<file path="src/rtl/assert_macros.svh">
// Assertion helpers for the lock order checker.
`ifndef ASSERT_MACROS_SVH
`define ASSERT_MACROS_SVH

// Concurrent assertion on an explicit clock and active-low reset.
`define ASSERT_CLK(label, clk, rst_n, prop, msg) \
  label: assert property (@(posedge clk) disable iff (!rst_n) prop) else $error(msg);

// Concurrent assertion on the block's own clock and reset.
`define ASSERT(label, prop, msg) \
  `ASSERT_CLK(label, clk_i, rst_ni, prop, msg)

`endif

</file>
<file path="src/rtl/loc_pkg.sv">
package loc_pkg;

  localparam int MAX_DEPTH = 32;
  localparam int NUM_RANKS = 5;
  localparam int RANK_W    = 3;
  localparam int SLOT_W    = 5;
  localparam int DEPTH_W   = $clog2(MAX_DEPTH + 1);
  localparam int STATUS_W  = 3;

  localparam logic [RANK_W-1:0]  RANK_NONE = RANK_W'(0);
  localparam logic [RANK_W-1:0]  RANK_MIN  = RANK_W'(1);
  localparam logic [RANK_W-1:0]  RANK_MAX  = RANK_W'(NUM_RANKS);
  localparam logic [DEPTH_W-1:0] DEPTH_MAX = DEPTH_W'(MAX_DEPTH);

  typedef enum logic [0:0] {
    REQ_ENTER = 1'b0,
    REQ_LEAVE = 1'b1
  } req_type_e;

  typedef enum logic [STATUS_W-1:0] {
    ST_OK       = 3'd0,
    ST_INVAL    = 3'd1,
    ST_PERM     = 3'd2,
    ST_ORDER    = 3'd3,
    ST_OVERFLOW = 3'd4
  } status_e;

  typedef struct packed {
    logic              req_type;
    logic [RANK_W-1:0] rank;
    logic              guard_present;
    logic              guard_held;
    logic [SLOT_W-1:0] guard_depth;
  } req_t;

  typedef struct packed {
    logic [RANK_W-1:0]  top;
    logic [DEPTH_W-1:0] depth;
  } stack_view_t;

  typedef struct packed {
    logic              push;
    logic              pop;
    logic [RANK_W-1:0] rank;
  } stack_upd_t;

endpackage

</file>
<file path="src/rtl/loc_rank_stack.sv">
`include "assert_macros.svh"

// Held ranks never decrease from bottom to top, so the stack is fully
// described by a count per rank: the top is the highest rank with a
// non-zero count.
module loc_rank_stack
  import loc_pkg::*;
(
  input  logic        clk_i,
  input  logic        rst_ni,
  input  stack_upd_t  upd_i,
  output stack_view_t cur_o,
  output stack_view_t nxt_o
);

  logic [DEPTH_W-1:0] cnt_q [NUM_RANKS];
  logic [DEPTH_W-1:0] cnt_d [NUM_RANKS];
  logic [DEPTH_W-1:0] depth_q, depth_d;
  logic [RANK_W-1:0]  top_now, top_next;

  always_comb begin
    top_now = RANK_NONE;
    for (int i = 0; i < NUM_RANKS; i++) begin
      if (cnt_q[i] != '0) top_now = RANK_W'(i + 1);
    end
  end

  always_comb begin
    for (int i = 0; i < NUM_RANKS; i++) begin
      cnt_d[i] = cnt_q[i]
               + DEPTH_W'(upd_i.push && (upd_i.rank == RANK_W'(i + 1)))
               - DEPTH_W'(upd_i.pop && (top_now == RANK_W'(i + 1)));
    end
    depth_d = depth_q + DEPTH_W'(upd_i.push) - DEPTH_W'(upd_i.pop);
  end

  always_comb begin
    top_next = RANK_NONE;
    for (int i = 0; i < NUM_RANKS; i++) begin
      if (cnt_d[i] != '0) top_next = RANK_W'(i + 1);
    end
  end

  always_ff @(posedge clk_i or negedge rst_ni) begin
    if (!rst_ni) begin
      depth_q <= '0;
      for (int i = 0; i < NUM_RANKS; i++) cnt_q[i] <= '0;
    end else begin
      depth_q <= depth_d;
      for (int i = 0; i < NUM_RANKS; i++) cnt_q[i] <= cnt_d[i];
    end
  end

  assign cur_o = '{top: top_now, depth: depth_q};
  assign nxt_o = '{top: top_next, depth: depth_d};

  `ASSERT(push_pop_excl, !(upd_i.push && upd_i.pop), "push and pop in one cycle")
  `ASSERT(depth_bound, depth_q <= DEPTH_MAX, "stack depth beyond capacity")
  `ASSERT(pop_top_match, upd_i.pop |-> (depth_q != '0 && top_now != RANK_NONE), "pop on empty")
  `ASSERT(push_grows, upd_i.push |=> depth_q == $past(depth_q) + DEPTH_W'(1), "push lost")

endmodule

</file>
<file path="config.mk">
export PLATFORM = sky130hd
export DESIGN_NAME = loc_rank_stack
export DESIGN_NICKNAME = d
export VERILOG_FILES = /design/src/rtl/loc_pkg.sv /design/src/rtl/loc_rank_stack.sv
export VERILOG_INCLUDE_DIRS = /design/src /design/src/rtl
export SDC_FILE = /design/constraint.sdc
export NUM_CORES = 1
export LEC_CHECK = 0
export BUFFER_PORTS_ARGS = -buffer_cell sky130_fd_sc_hd__buf_2
export CAP_MARGIN = 0
export CORE_AREA = 3 3 76 78
export DETAILED_ROUTE_END_ITERATION = 12
export DIE_AREA = 0 0 79 81
export GPL_TIMING_DRIVEN = 0
export PLACE_DENSITY = 0.74
export SLEW_MARGIN = 10
export SYNTH_ARGS = -nofsm -noshare
export SYNTH_HDL_FRONTEND = slang
export SYNTH_SLANG_ARGS = --single-unit
</file>
<file path="constraint.sdc">
create_clock -name clk_i -period 3.31 [get_ports clk_i]
set_input_delay 0.1655 -clock clk_i [delete_from_list [all_inputs] [get_ports clk_i]]
set_output_delay 0.1655 -clock clk_i [all_outputs]
set_load 0.05 [all_outputs]
</file>
; Word level (Yosys, flattened, before mapping)
; Index checks and enable logic that the tools add are counted.
[totals]
register_bits = 36
in_bits = 7
output_inout_bits = 18
word_cells = 58
[classes]
addsub = 12
n_eq_ne = 10
mux = 10
reduce_logical = 20
[op_table]
columns = cell, n
row1 = nonzero test 6 bit, 10
row2 = adder 6 x 1 -> 6 bit, 6
row3 = subtractor 6 x 1 -> 6 bit, 6
row4 = two-way mux 3 bit, 7
row5 = "equality test 3 x 2 -> 1 bit, second input constant", 4
row6 = "equality test 3 bit, second input constant", 4
row7 = logical AND 1 bit, 10
row8 = "equality test 3 x 1 -> 1 bit, second input constant", 2
row9 = two-way mux 1 bit, 2
row10 = two-way mux 2 bit, 1

; Depth between registers and ports, before layout
; Gate-level depths: netlist of the first run.
[logic_depth]
ltp_word = 15
ltp_mapped = 19
depth_no_buf = 19

; Worst setup path after synthesis of the first run
; OpenSTA, ideal clock, no wires.
[synth_timing]
kind = register to output
from = reg cnt_q[2] in the netlist's numbering
to = out nxt_o[6] in the netlist's numbering
t_arrival_ns = 5.190
required_ns = 3.144
setup_slack_ns = -2.045
stages_incl_launch_ff = 17
path_buffers = 0
cell_sequence = dfrtp_1 inv_1 ha_1 nor4bb_1 nand4_1 a21oi_1 nand2_1 nor2_1 ha_1 inv_1 ha_1 fa_1 xor2_1 or3_1 nor4_1 o31ai_1 a21oi_1
[synth_rtl]
columns = item, line_no
row1 = start: declaration, loc_rank_stack.sv:16  ; logic [DEPTH_W-1:0] cnt_q [NUM_RANKS];
row2 = end: declaration, loc_rank_stack.sv:13  ; output stack_view_t nxt_o

==> impl_metrics.yaml, run 1 <==
status:
  status: "finished with violations"
  violations: "negative setup slack"
placed_design:
  dpl.hpwl_mm: 4.37
  gp_congestion: 0.793
  portBuffers: 24
cells_and_area:
  final_cell_mix: "inv_1 (44), ha_1 (40), dfrtp_1 (36)"
  n_antenna_cell: 0
  final_core_util: 0.679
  final_common_cell: "inv_1"
  drive_above_1_share: 0.307
  area_growth_pct: 27.8
  finalNetCount: 380
synthesis:
  synth_xor_area_frac: 0.0641
  yosysSeqAreaShare: 0.330
  yosysTopAreaCellShare: 0.330
  synth_nets: 335
  syn_area_per_cell_um2: 9.90
  synth_top_family_by_area: "adder cells"
  synth_cells: 276
  synth_seq_cells: 36
  synthMuxAreaShare: 0
  synth_area_um2: 2730
  synth-compound-area-share: 0.125
  synthAdderAreaFrac: 0.255
  synth.distinct_cells: 43
  synth_simple_gate_area_share: 0.155
  synth_area_leaders: "dfrtp_1 (33%), ha_1 (21%), inv_1 (7.0%)"
  yosysWarnings: 0
  yosys.area.top_type: "dfrtp_1"
sta:
  fin_ws_ns: -0.848
  drv_slew: 0
  hold_viol: 0
  worst_pin_slew_ns: 0.810
  slew_headroom: 0.460
  rsz0062_at_grt: "yes"
  finalClockSkew_ns: 0.00383
  min_period_over_period: 1.26
  max_freq_mhz: 240
  finalSetupViolCount: 3
  post-route-min-period_ns: 4.16
min_path:
  min_path_type: "in -> reg"
  min_to: "depth_q[0]$_DFF_PN0_"
  worstHoldStart: "upd_i[4]"
  hold_path_depth: 2
cts:
  root_buffer: "clkbuf_8"
  cts_buffers: 5
  cts_num_sinks: 36
  htreeDepth: 2
  cts_tree: "done"
  cts_buffer_depth: 2
  clkTransAtPathRegs_ns: 0.07
  clk_latency_ns: 0.29
critical_path:
  cpPeakStageDelay_ns: 0.57
  crit_required_ns: 3.14
  endpoint_kind: "output pin"
  reg2regPathDepth: 14
  rrSetupSlack_ns: 0.32
  path_cells: "inv_1 > ha_1 > nand2_2 > nor3_4 > o31ai_4 > a21o_1 > nand2_2 > nor2b_2 > ha_1 > inv_2 > ha_4 > inv_2 > fa_2 > nand2b_4 > a21oi_2 > xnor2_1 > or4b_4 > o211a_4 > buf_8"
  r2r_start: "cnt_q[5]$_DFF_PN0_"
  cpMaxStageDelayCell: "or4b_4"
  rr_endpoint: "cnt_q[29]$_DFF_PN0_"
  worstPathArrival_ns: 3.99
  critPathLaunchType: "flop"
  cp_max_fo: 3
  critPathKind: "reg -> out"
floorplanning:
  die_x_um: 79
  io-pin-count: 25
  fp.dieH_um: 81
  dieArea_um2: 6400
  rows: 26
  core_um2: 5140
  start_util: 0.531
global_route:
  grt_first_pass_wirelength_mm: 9.69
  grt_max_degree: 37
  gr-total-overflow: 0
  grt_pass1_vias: 2188
  antenna_found_initial: 0
  grtUsageTotal: 0.192
drt:
  vias_per_cell: 5.28
  drtPass1Iterations: 4
  wl_per_cell_um: 14.7
  drcViolationCount: 0
  wl_mm: 5.75
  drt_iter0_markers: 72
  antenna_left: 0
  dr_total_vias: 2069
flow_run:
  maxCapViolations: 0
[layer usage]
metal / wire (µm) / GRT usage / vias to the layer above
li1: - / - / 1034
met1: 2420 / 0.218 / 1001
met2: 3090 / 0.354 / 24
met3: 127 / 0.0333 / 10
met4: 112 / 0.0808 / 0
met5: 0 / 0 / -
[flip-flops by register name, indices dropped and copies added, names as in the netlist]
register	count
depth_q	6
cnt_q	30
[cell usage after synthesis (all sizes together)]
| cell | number |
|---|---|
| inv | 51 |
| ha | 46 |
| dfrtp | 36 |
| a21oi | 16 |
| nand2 | 11 |
| nor2 | 10 |
| xnor2 | 10 |
| xor2 | 10 |
| nand3 | 7 |
| nor2b | 7 |
| a21o | 6 |
| fa | 6 |
| o21bai | 6 |
| nand2b | 5 |
| nor3 | 5 |
| or3 | 5 |
| a2111oi | 3 |
| a311oi | 3 |
| nand4bb | 3 |
| o2111ai | 3 |
| or3b | 3 |
| and2 | 2 |
| and3 | 2 |
| nand3b | 2 |
| nor4 | 2 |
| o21a | 2 |
| o31ai | 2 |
| or4 | 2 |
| a211oi | 1 |
| a221oi | 1 |
| clkinv | 1 |
| nand4 | 1 |
| nor3b | 1 |
| nor4bb | 1 |
| o211a | 1 |
| o21ai | 1 |
| or2 | 1 |
| or4b | 1 |
[cell type report]
type                       count  area, µm²
clock buffer                   7       96.3
clock inverter                 1       30.0
fill                         402       1650
inverter                      52        200
multi-input combinational    188       1920
sequential                    36        901
tap                           70       87.6
timing repair buffer          38        258
[what timing repair did]
action	CTS	global route
resized for setup	22	34
hold endpoints to repair	36	0
setup endpoints to repair	3	3
buffers inserted	6	7
pin swaps	5	16
hold buffers	1	0
[worst max-delay path, delay by kind of cell, from the launching register on]
kind | cells | cell delay, ns
compound gates | 4 | 0.73
buf+inv | 4 | 0.33
simple gates | 6 | 1.28
flops | 1 | 0.39
xor+xnor | 1 | 0.10
fa+ha+maj | 4 | 0.88
[through the flow]
| stage | instance area [µm²] | cells | hold slack, ns | setup TNS [ns] | setup WS, ns |
|---|---|---|---|---|---|
| finish | 3490 | 392 | 0.188 | -2.08 | -0.848 |
| global route | 3490 | 392 | 0.213 | -2.60 | -1.04 |
| CTS | 3270 | 385 | 0.193 | -2.23 | -0.939 |
| detailed placement | 3020 | 370 | 0.302 | -1.76 | -0.817 |
| global placement | 3020 | 370 | 0.296 | -1.62 | -0.760 |
| floorplan | 2810 | 276 | -0.130 | -3.41 | -1.17 |
[how the worst max path moves through the flow]
stage / startpoint / to / slack, ns / depth (start not counted)
global placement: cnt_q[20]$_DFF_PN0_ / nxt_o[7] / -0.76 / 18
finish: cnt_q[20]$_DFF_PN0_ / nxt_o[7] / -0.85 / 19
floorplan: cnt_q[4]$_DFF_PN0_ / nxt_o[7] / -1.17 / 17
global route: cnt_q[20]$_DFF_PN0_ / nxt_o[7] / -1.04 / 19
detailed placement: cnt_q[21]$_DFF_PN0_ / nxt_o[7] / -0.82 / 18
CTS: cnt_q[3]$_DFF_PN0_ / nxt_o[7] / -0.94 / 18
[kinds of logic (layout without fill, tap and decap cells)]
group / Yosys count / in the layout
compound gates: 45 / 45
fa+ha+maj: 52 / 52
xor+xnor: 20 / 20
buf+inv: 52 / 98
simple gates: 71 / 71
flops: 36 / 36
Power of run 1 is not shown: default switching activity piles up to over one toggle a cycle in this logic, so the estimate is an artifact.
==> run 2, diff against run 1 <==
--- a/config.mk
+++ b/config.mk
@@ -6,13 +6,13 @@
 export SDC_FILE = /design/constraint.sdc
 export NUM_CORES = 1
 export LEC_CHECK = 0
-export BUFFER_PORTS_ARGS = -buffer_cell sky130_fd_sc_hd__buf_2
 export CAP_MARGIN = 0
-export CORE_AREA = 3 3 76 78
+export CORE_AREA = 3 3 73 75
 export DETAILED_ROUTE_END_ITERATION = 12
-export DIE_AREA = 0 0 79 81
+export DIE_AREA = 0 0 76 78
+export DONT_BUFFER_PORTS = 1
 export GPL_TIMING_DRIVEN = 0
-export PLACE_DENSITY = 0.74
+export PLACE_DENSITY = 0.75
 export SLEW_MARGIN = 10
 export SYNTH_ARGS = -nofsm -noshare
 export SYNTH_HDL_FRONTEND = slang
==> run 2 against run 1 <==
  * Sequential share of layout area up 1.1 points
  * The run still ends with negative setup slack left
  * Critical path depth shrank 2
  * Highest routed layer unchanged
  * Non-clock buffer count is 26 lower
  * Setup slack worse by 1.0 ns
  * Maximum frequency decreased by 20%
==> impl_metrics.yaml, run 2 (synthesis results as in run 1) <==
status:
  status: "finished with violations"
  violations: "negative setup slack"
critical_path:
  path_delay_family: "simple AND/OR/NAND/NOR gates"
  cpMaxStageDelayCell: "nand4_1"
  r2r_start: "cnt_q[4]$_DFF_PN0_"
  cpMostUsedCell: "inv_2"
  rr_endpoint: "cnt_q[22]$_DFF_PN0_"
  rrSetupSlack_ns: -0.73
  crit_required_ns: 3.14
  cp_max_fo: 3
  cpPeakStageDelay_ns: 0.68
  critPathKind: "reg -> out"
  path_cells: "inv_2 > ha_4 > nor4bb_4 > nand4_1 > a21oi_4 > nand2_2 > nor2b_2 > ha_1 > inv_1 > ha_2 > inv_2 > fa_2 > buf_4 > xnor2_2 > nor3_1 > or4b_4 > o211a_4"
  crit_buf_inv: 4
  worstPathArrival_ns: 5.04
  endpoint_kind: "output pin"
  critPathLaunchType: "flop"
  reg2regPathDepth: 15
drt:
  wl_mm: 5.72
  antenna_left: 0
  dr_total_vias: 1978
  vias_per_cell: 5.45
  wl_per_cell_um: 15.8
  drcViolationCount: 0
  drt_iter0_markers: 94
  drtPass1Iterations: 4
sta:
  fin_ws_ns: -1.90
  finalClockSkew_ns: 0.00500
  rsz0062_at_grt: "yes"
  slew_headroom: 0.219
  worst_pin_slew_ns: 1.16
  hold_viol: 0
  finalSetupViolCount: 14
  post-route-min-period_ns: 5.21
  min_period_over_period: 1.57
  max_freq_mhz: 192
  drv_slew: 0
cells_and_area:
  finalNetCount: 354
  fillers: 328
  n_antenna_cell: 0
  final_cell_mix: "inv_1 (42), ha_1 (40), dfrtp_1 (36)"
  final_common_cell: "inv_1"
  largest_register_ffs: 30
  multi_input_area_um2: 1950
  drive_above_1_share: 0.243
  reg_top3: "cnt_q (30), depth_q (6)"
  largest-register: "cnt_q"
  regArea_um2: 901
  fin_area_um2: 3350
  area_growth_pct: 22.6
cts:
  cts_buffer_depth: 2
  cts_buffers: 5
  clk_latency_ns: 0.29
  cts_tree: "done"
  cts_num_sinks: 36
  htreeDepth: 2
  clkTransAtPathRegs_ns: 0.07
  root_buffer: "clkbuf_8"
global_route:
  grt_first_pass_wirelength_mm: 9.27
  grt_pass1_vias: 2014
  grtUsageTotal: 0.196
  grt_max_degree: 37
  antenna_found_initial: 0
  gr-total-overflow: 0
floorplanning:
  dieArea_um2: 5930
  io-pin-count: 25
  rows: 25
  fp.dieH_um: 78
  die_x_um: 76
  start_util: 0.578
  core_um2: 4720
placed_design:
  gp_congestion: 0.760
  dpl.hpwl_mm: 4.07
  placement.cell_area_um2: 2890
  portBuffers: 0
min_path:
  min_path_type: "in -> async"
flow_run:
  maxCapViolations: 0
==> run 2: cell count changes in the layout (fill, tap and decap cells not counted), sizes merged <==
cell | before | now
buf | 37 | 11
clkbuf | 7 | 6
inv | 51 | 52
==> run 2: cell type report <==
class                   count  area share
clock inverters             2      0.0105
flip-flops and latches     36       0.269
repair buffers             12      0.0314
multi-input cells         188       0.583
clock buffers               6      0.0217
inverters                  52      0.0590
well taps                  67      0.0250
==> run 2: what timing repair did <==
| item | in CTS | in global routing |
|---|---|---|
| resized for setup | 23 | 26 |
| hold endpoints to repair | 36 | 0 |
| endpoints found under the setup margin | 16 | 18 |
| buffers inserted | 5 | 6 |
| hold buffers | 2 | 0 |
| pin swaps | 13 | 20 |
==> run 2: metrics by stage <==
stage	setup slack [ns]	util	cells	setup TNS, ns	hold slack (ns)
after detailed placement	-1.60	0.613	343	-8.71	-0.130
after global placement	-1.53	0.613	343	-7.64	-0.129
after floorplan	-1.17	-	276	-3.41	-0.130
after CTS	-1.79	0.669	358	-8.49	0.341
after global routing	-2.11	0.709	363	-12.30	0.342
final	-1.90	0.709	363	-9.26	0.325
==> run 2: how the worst max path moves through the flow <==
stage / start / to / slack [ns] / depth (start not counted)
2_1_floorplan: cnt_q[4]$_DFF_PN0_ / nxt_o[7] / -1.17 / 17
3_3_place_gp: cnt_q[4]$_DFF_PN0_ / nxt_o[7] / -1.53 / 17
3_5_place_dp: cnt_q[4]$_DFF_PN0_ / nxt_o[7] / -1.60 / 17
4_1_cts: cnt_q[2]$_DFF_PN0_ / nxt_o[7] / -1.79 / 17
5_1_grt: cnt_q[5]$_DFF_PN0_ / nxt_o[7] / -2.11 / 17
6_report: cnt_q[4]$_DFF_PN0_ / nxt_o[7] / -1.90 / 17
==> run 2: per-layer routing <==
metal	part of all wire	up-vias	GRT usage
li1	-	978	-
met1	0.42	973	0.226
met2	0.53	17	0.340
met3	0.038	10	0.0650
met4	0.017	0	0.0688
met5	0	-	0
Power of run 2 is left out for the same reason.
==> run 3, diff against run 2 <==
--- a/config.mk
+++ b/config.mk
@@ -6,12 +6,12 @@
 export SDC_FILE = /design/constraint.sdc
 export NUM_CORES = 1
 export LEC_CHECK = 0
+export ABC_AREA = 1
 export CAP_MARGIN = 0
 export CORE_AREA = 3 3 73 75
 export DETAILED_ROUTE_END_ITERATION = 12
 export DIE_AREA = 0 0 76 78
 export DONT_BUFFER_PORTS = 1
-export GPL_TIMING_DRIVEN = 0
 export PLACE_DENSITY = 0.75
 export SLEW_MARGIN = 10
 export SYNTH_ARGS = -nofsm -noshare
==> run 3 against run 2 <==
  * The flow still finishes with violations (negative setup slack)
  * Synthesized cell count rose by 19%
  * Flip-flop and latch count unchanged
  * Synthesized area increased by 0.78%
  * Die area did not move
  * Global-route usage increased by 6.5 points
  * Final area increased by 13%
  * Register-to-register slack gained 0.70 ns
  * Clock-buffer cell count increased by 1
  * Critical endpoint unchanged
==> impl_metrics.yaml, run 3 <==
placed_design:
  dpl.hpwl_mm: 4.68
  gp_congestion: 0.842
  portBuffers: 0
synthesis:
  synth_nets: 387
  synth_cells: 328
  synthArstFlopShare: 1.00
  yosysTopAreaCellShare: 0.327
  synth_most_common_cell: "inv_1"
  synth_area_um2: 2750
  synth_seq_cells: 36
  yosys_most_used_dff: "dfrtp_1"
  synth_area_leaders: "dfrtp_1 (33%), ha_1 (21%), inv_1 (10%)"
  syn_area_per_cell_um2: 8.39
  yosysWarnings: 0
  synth.distinct_cells: 27
  synth_common_cells: "inv_1 (73), nand2_1 (52), ha_1 (46), dfrtp_1 (36), nand3_1 (26)"
  synth_edf_count: 0
  yosys.area.top_type: "dfrtp_1"
  yosysSeqAreaShare: 0.327
status:
  violations: "negative setup slack"
  status: "finished with violations"
sta:
  rsz0062_at_grt: "yes"
  finalClockSkew_ns: 0.00715
  post-route-min-period_ns: 3.94
  finalSetupViolCount: 4
  drv_slew: 0
  hold_viol: 0
  min_period_over_period: 1.19
  max_freq_mhz: 254
  slew_headroom: 0.607
  fin_ws_ns: -0.635
  worst_pin_slew_ns: 0.590
global_route:
  grt_first_pass_wirelength_mm: 12.0
  grt_pass1_vias: 2654
  antenna_found_initial: 0
  gr-total-overflow: 0
  grt_max_degree: 37
  grtUsageTotal: 0.260
floorplanning:
  rows: 25
  core_um2: 4720
  io-pin-count: 25
  fp.dieH_um: 78
  start_util: 0.583
  die_x_um: 76
  dieArea_um2: 5930
drt:
  wl_mm: 8.41
  drcViolationCount: 0
  drt_iter0_markers: 118
  vias_per_cell: 5.46
  wl_per_cell_um: 18.3
  antenna_left: 0
  drtPass1Iterations: 4
  dr_total_vias: 2513
cts:
  cts_tree: "done"
  cts_buffer_depth: 2
  cts_num_sinks: 36
  cts_buffers: 5
  root_buffer: "clkbuf_8"
  clk_latency_ns: 0.30
  clkTransAtPathRegs_ns: 0.08
  htreeDepth: 2
cells_and_area:
  n_antenna_cell: 0
  finalNetCount: 451
  fillers: 281
  area_growth_pct: 36.9
  final_common_cell: "inv_1"
  largest-register: "cnt_q"
  drive_above_1_share: 0.366
  largest_register_ffs: 30
  final_core_util: 0.798
  reg_top3: "cnt_q (30), depth_q (6)"
  final_cell_mix: "inv_1 (63), buf_4 (49), nand2_1 (39)"
critical_path:
  reg2regPathDepth: 21
  rrSetupSlack_ns: -0.03
  endpoint_kind: "output pin"
  crit_required_ns: 3.14
  rr_endpoint: "cnt_q[16]$_DFF_PN0_"
  r2r_start: "cnt_q[5]$_DFF_PN0_"
  cp_max_fo: 2
  worstPathArrival_ns: 3.78
  critPathLaunchType: "flop"
  critPathKind: "reg -> out"
min_path:
  min_path_type: "in -> async"
flow_run:
  maxCapViolations: 0
run 3: cell count changes in the layout (fill, tap and decap cells not counted), moves of 7 or more:
cell	change
buf_4	+39
inv_1	+21
nand2_1	+30
nand2_2	+12
nand3_1	+14
nand3_2	+8
nor2_1	+8
nor2_4	+7
run 3: what timing repair did:
| action | CTS | global route |
|---|---|---|
| endpoints found under the hold margin | 36 | 0 |
| hold buffers | 2 | 0 |
| gates resized for setup | 35 | 41 |
| endpoints found under the setup margin | 3 | 3 |
| setup buffers | 11 | 6 |
| pin swaps | 20 | 36 |
run 3: routing by layer:
metal	part of all wire	GRT usage	vias up
met2	0.49	0.466	116
li1	-	-	1156
met3	0.074	0.0673	52
met1	0.36	0.271	1189
met5	0	0	-
met4	0.078	0.167	0
run 3: worst max-delay path: stages, from the launching register on:
cell and delay [ns]:
dfrtp_1 0.39, inv_1 0.08, ha_2 0.19, nand2_4 0.07
nor3_4 0.30, buf_6 0.17, nand2_4 0.06, a21oi_4 0.13
nand2_2 0.10, a21oi_2 0.14, ha_1 0.26, inv_2 0.08
ha_4 0.13, inv_2 0.04, fa_2 0.34, nand3b_1 0.21
nand3_2 0.10, nand2_2 0.07, nand3_2 0.09, nor2_4 0.05
and2_4 0.15, nor2_4 0.31
run 3: cell families after synthesis:
kind of cell,count (synthesis),synth area share
simple gates,131,0.223
buf+inv,73,0.0995
fa+ha+maj,52,0.253
flops,36,0.327
compound gates,22,0.0445
xor+xnor,14,0.0527
run 3: cell type report:
class,count,area (µm²),area share
multi-input combinational,219,1910,0.508
sequential,36,901,0.239
timing repair buffer,57,469,0.125
tap,67,83.8,0.0222
inverter,73,274,0.0727
clock buffer,7,96.3,0.0256
clock inverter,1,30.0,0.00797
run 3: worst max path at each step:
stage | startpoint | endpoint | slack (ns)
after detailed placement | cnt_q[2]$_DFF_PN0_ | nxt_o[6] | -0.15
after CTS | cnt_q[11]$_DFF_PN0_ | nxt_o[7] | -0.27
after global placement | cnt_q[2]$_DFF_PN0_ | nxt_o[6] | -0.03
final | cnt_q[5]$_DFF_PN0_ | nxt_o[7] | -0.63
after floorplan | cnt_q[3]$_DFF_PN0_ | nxt_o[6] | -0.23
after global routing | cnt_q[5]$_DFF_PN0_ | nxt_o[6] | -0.75
run 3: metrics by stage:
stage | worst slack [ns] | cell area (µm²) | std cells | hold WS (ns) | setup TNS, ns
floorplan | -0.230 | 2810 | 328 | -0.130 | -0.446
finish | -0.635 | 3770 | 460 | 0.320 | -1.72
CTS | -0.273 | 3530 | 454 | 0.335 | -0.593
global route | -0.751 | 3770 | 460 | 0.338 | -2.18
detailed placement | -0.149 | 3180 | 433 | -0.128 | -0.279
global placement | -0.0279 | 3180 | 433 | -0.128 | -0.0279
Power of run 3 is left out for the same reason.
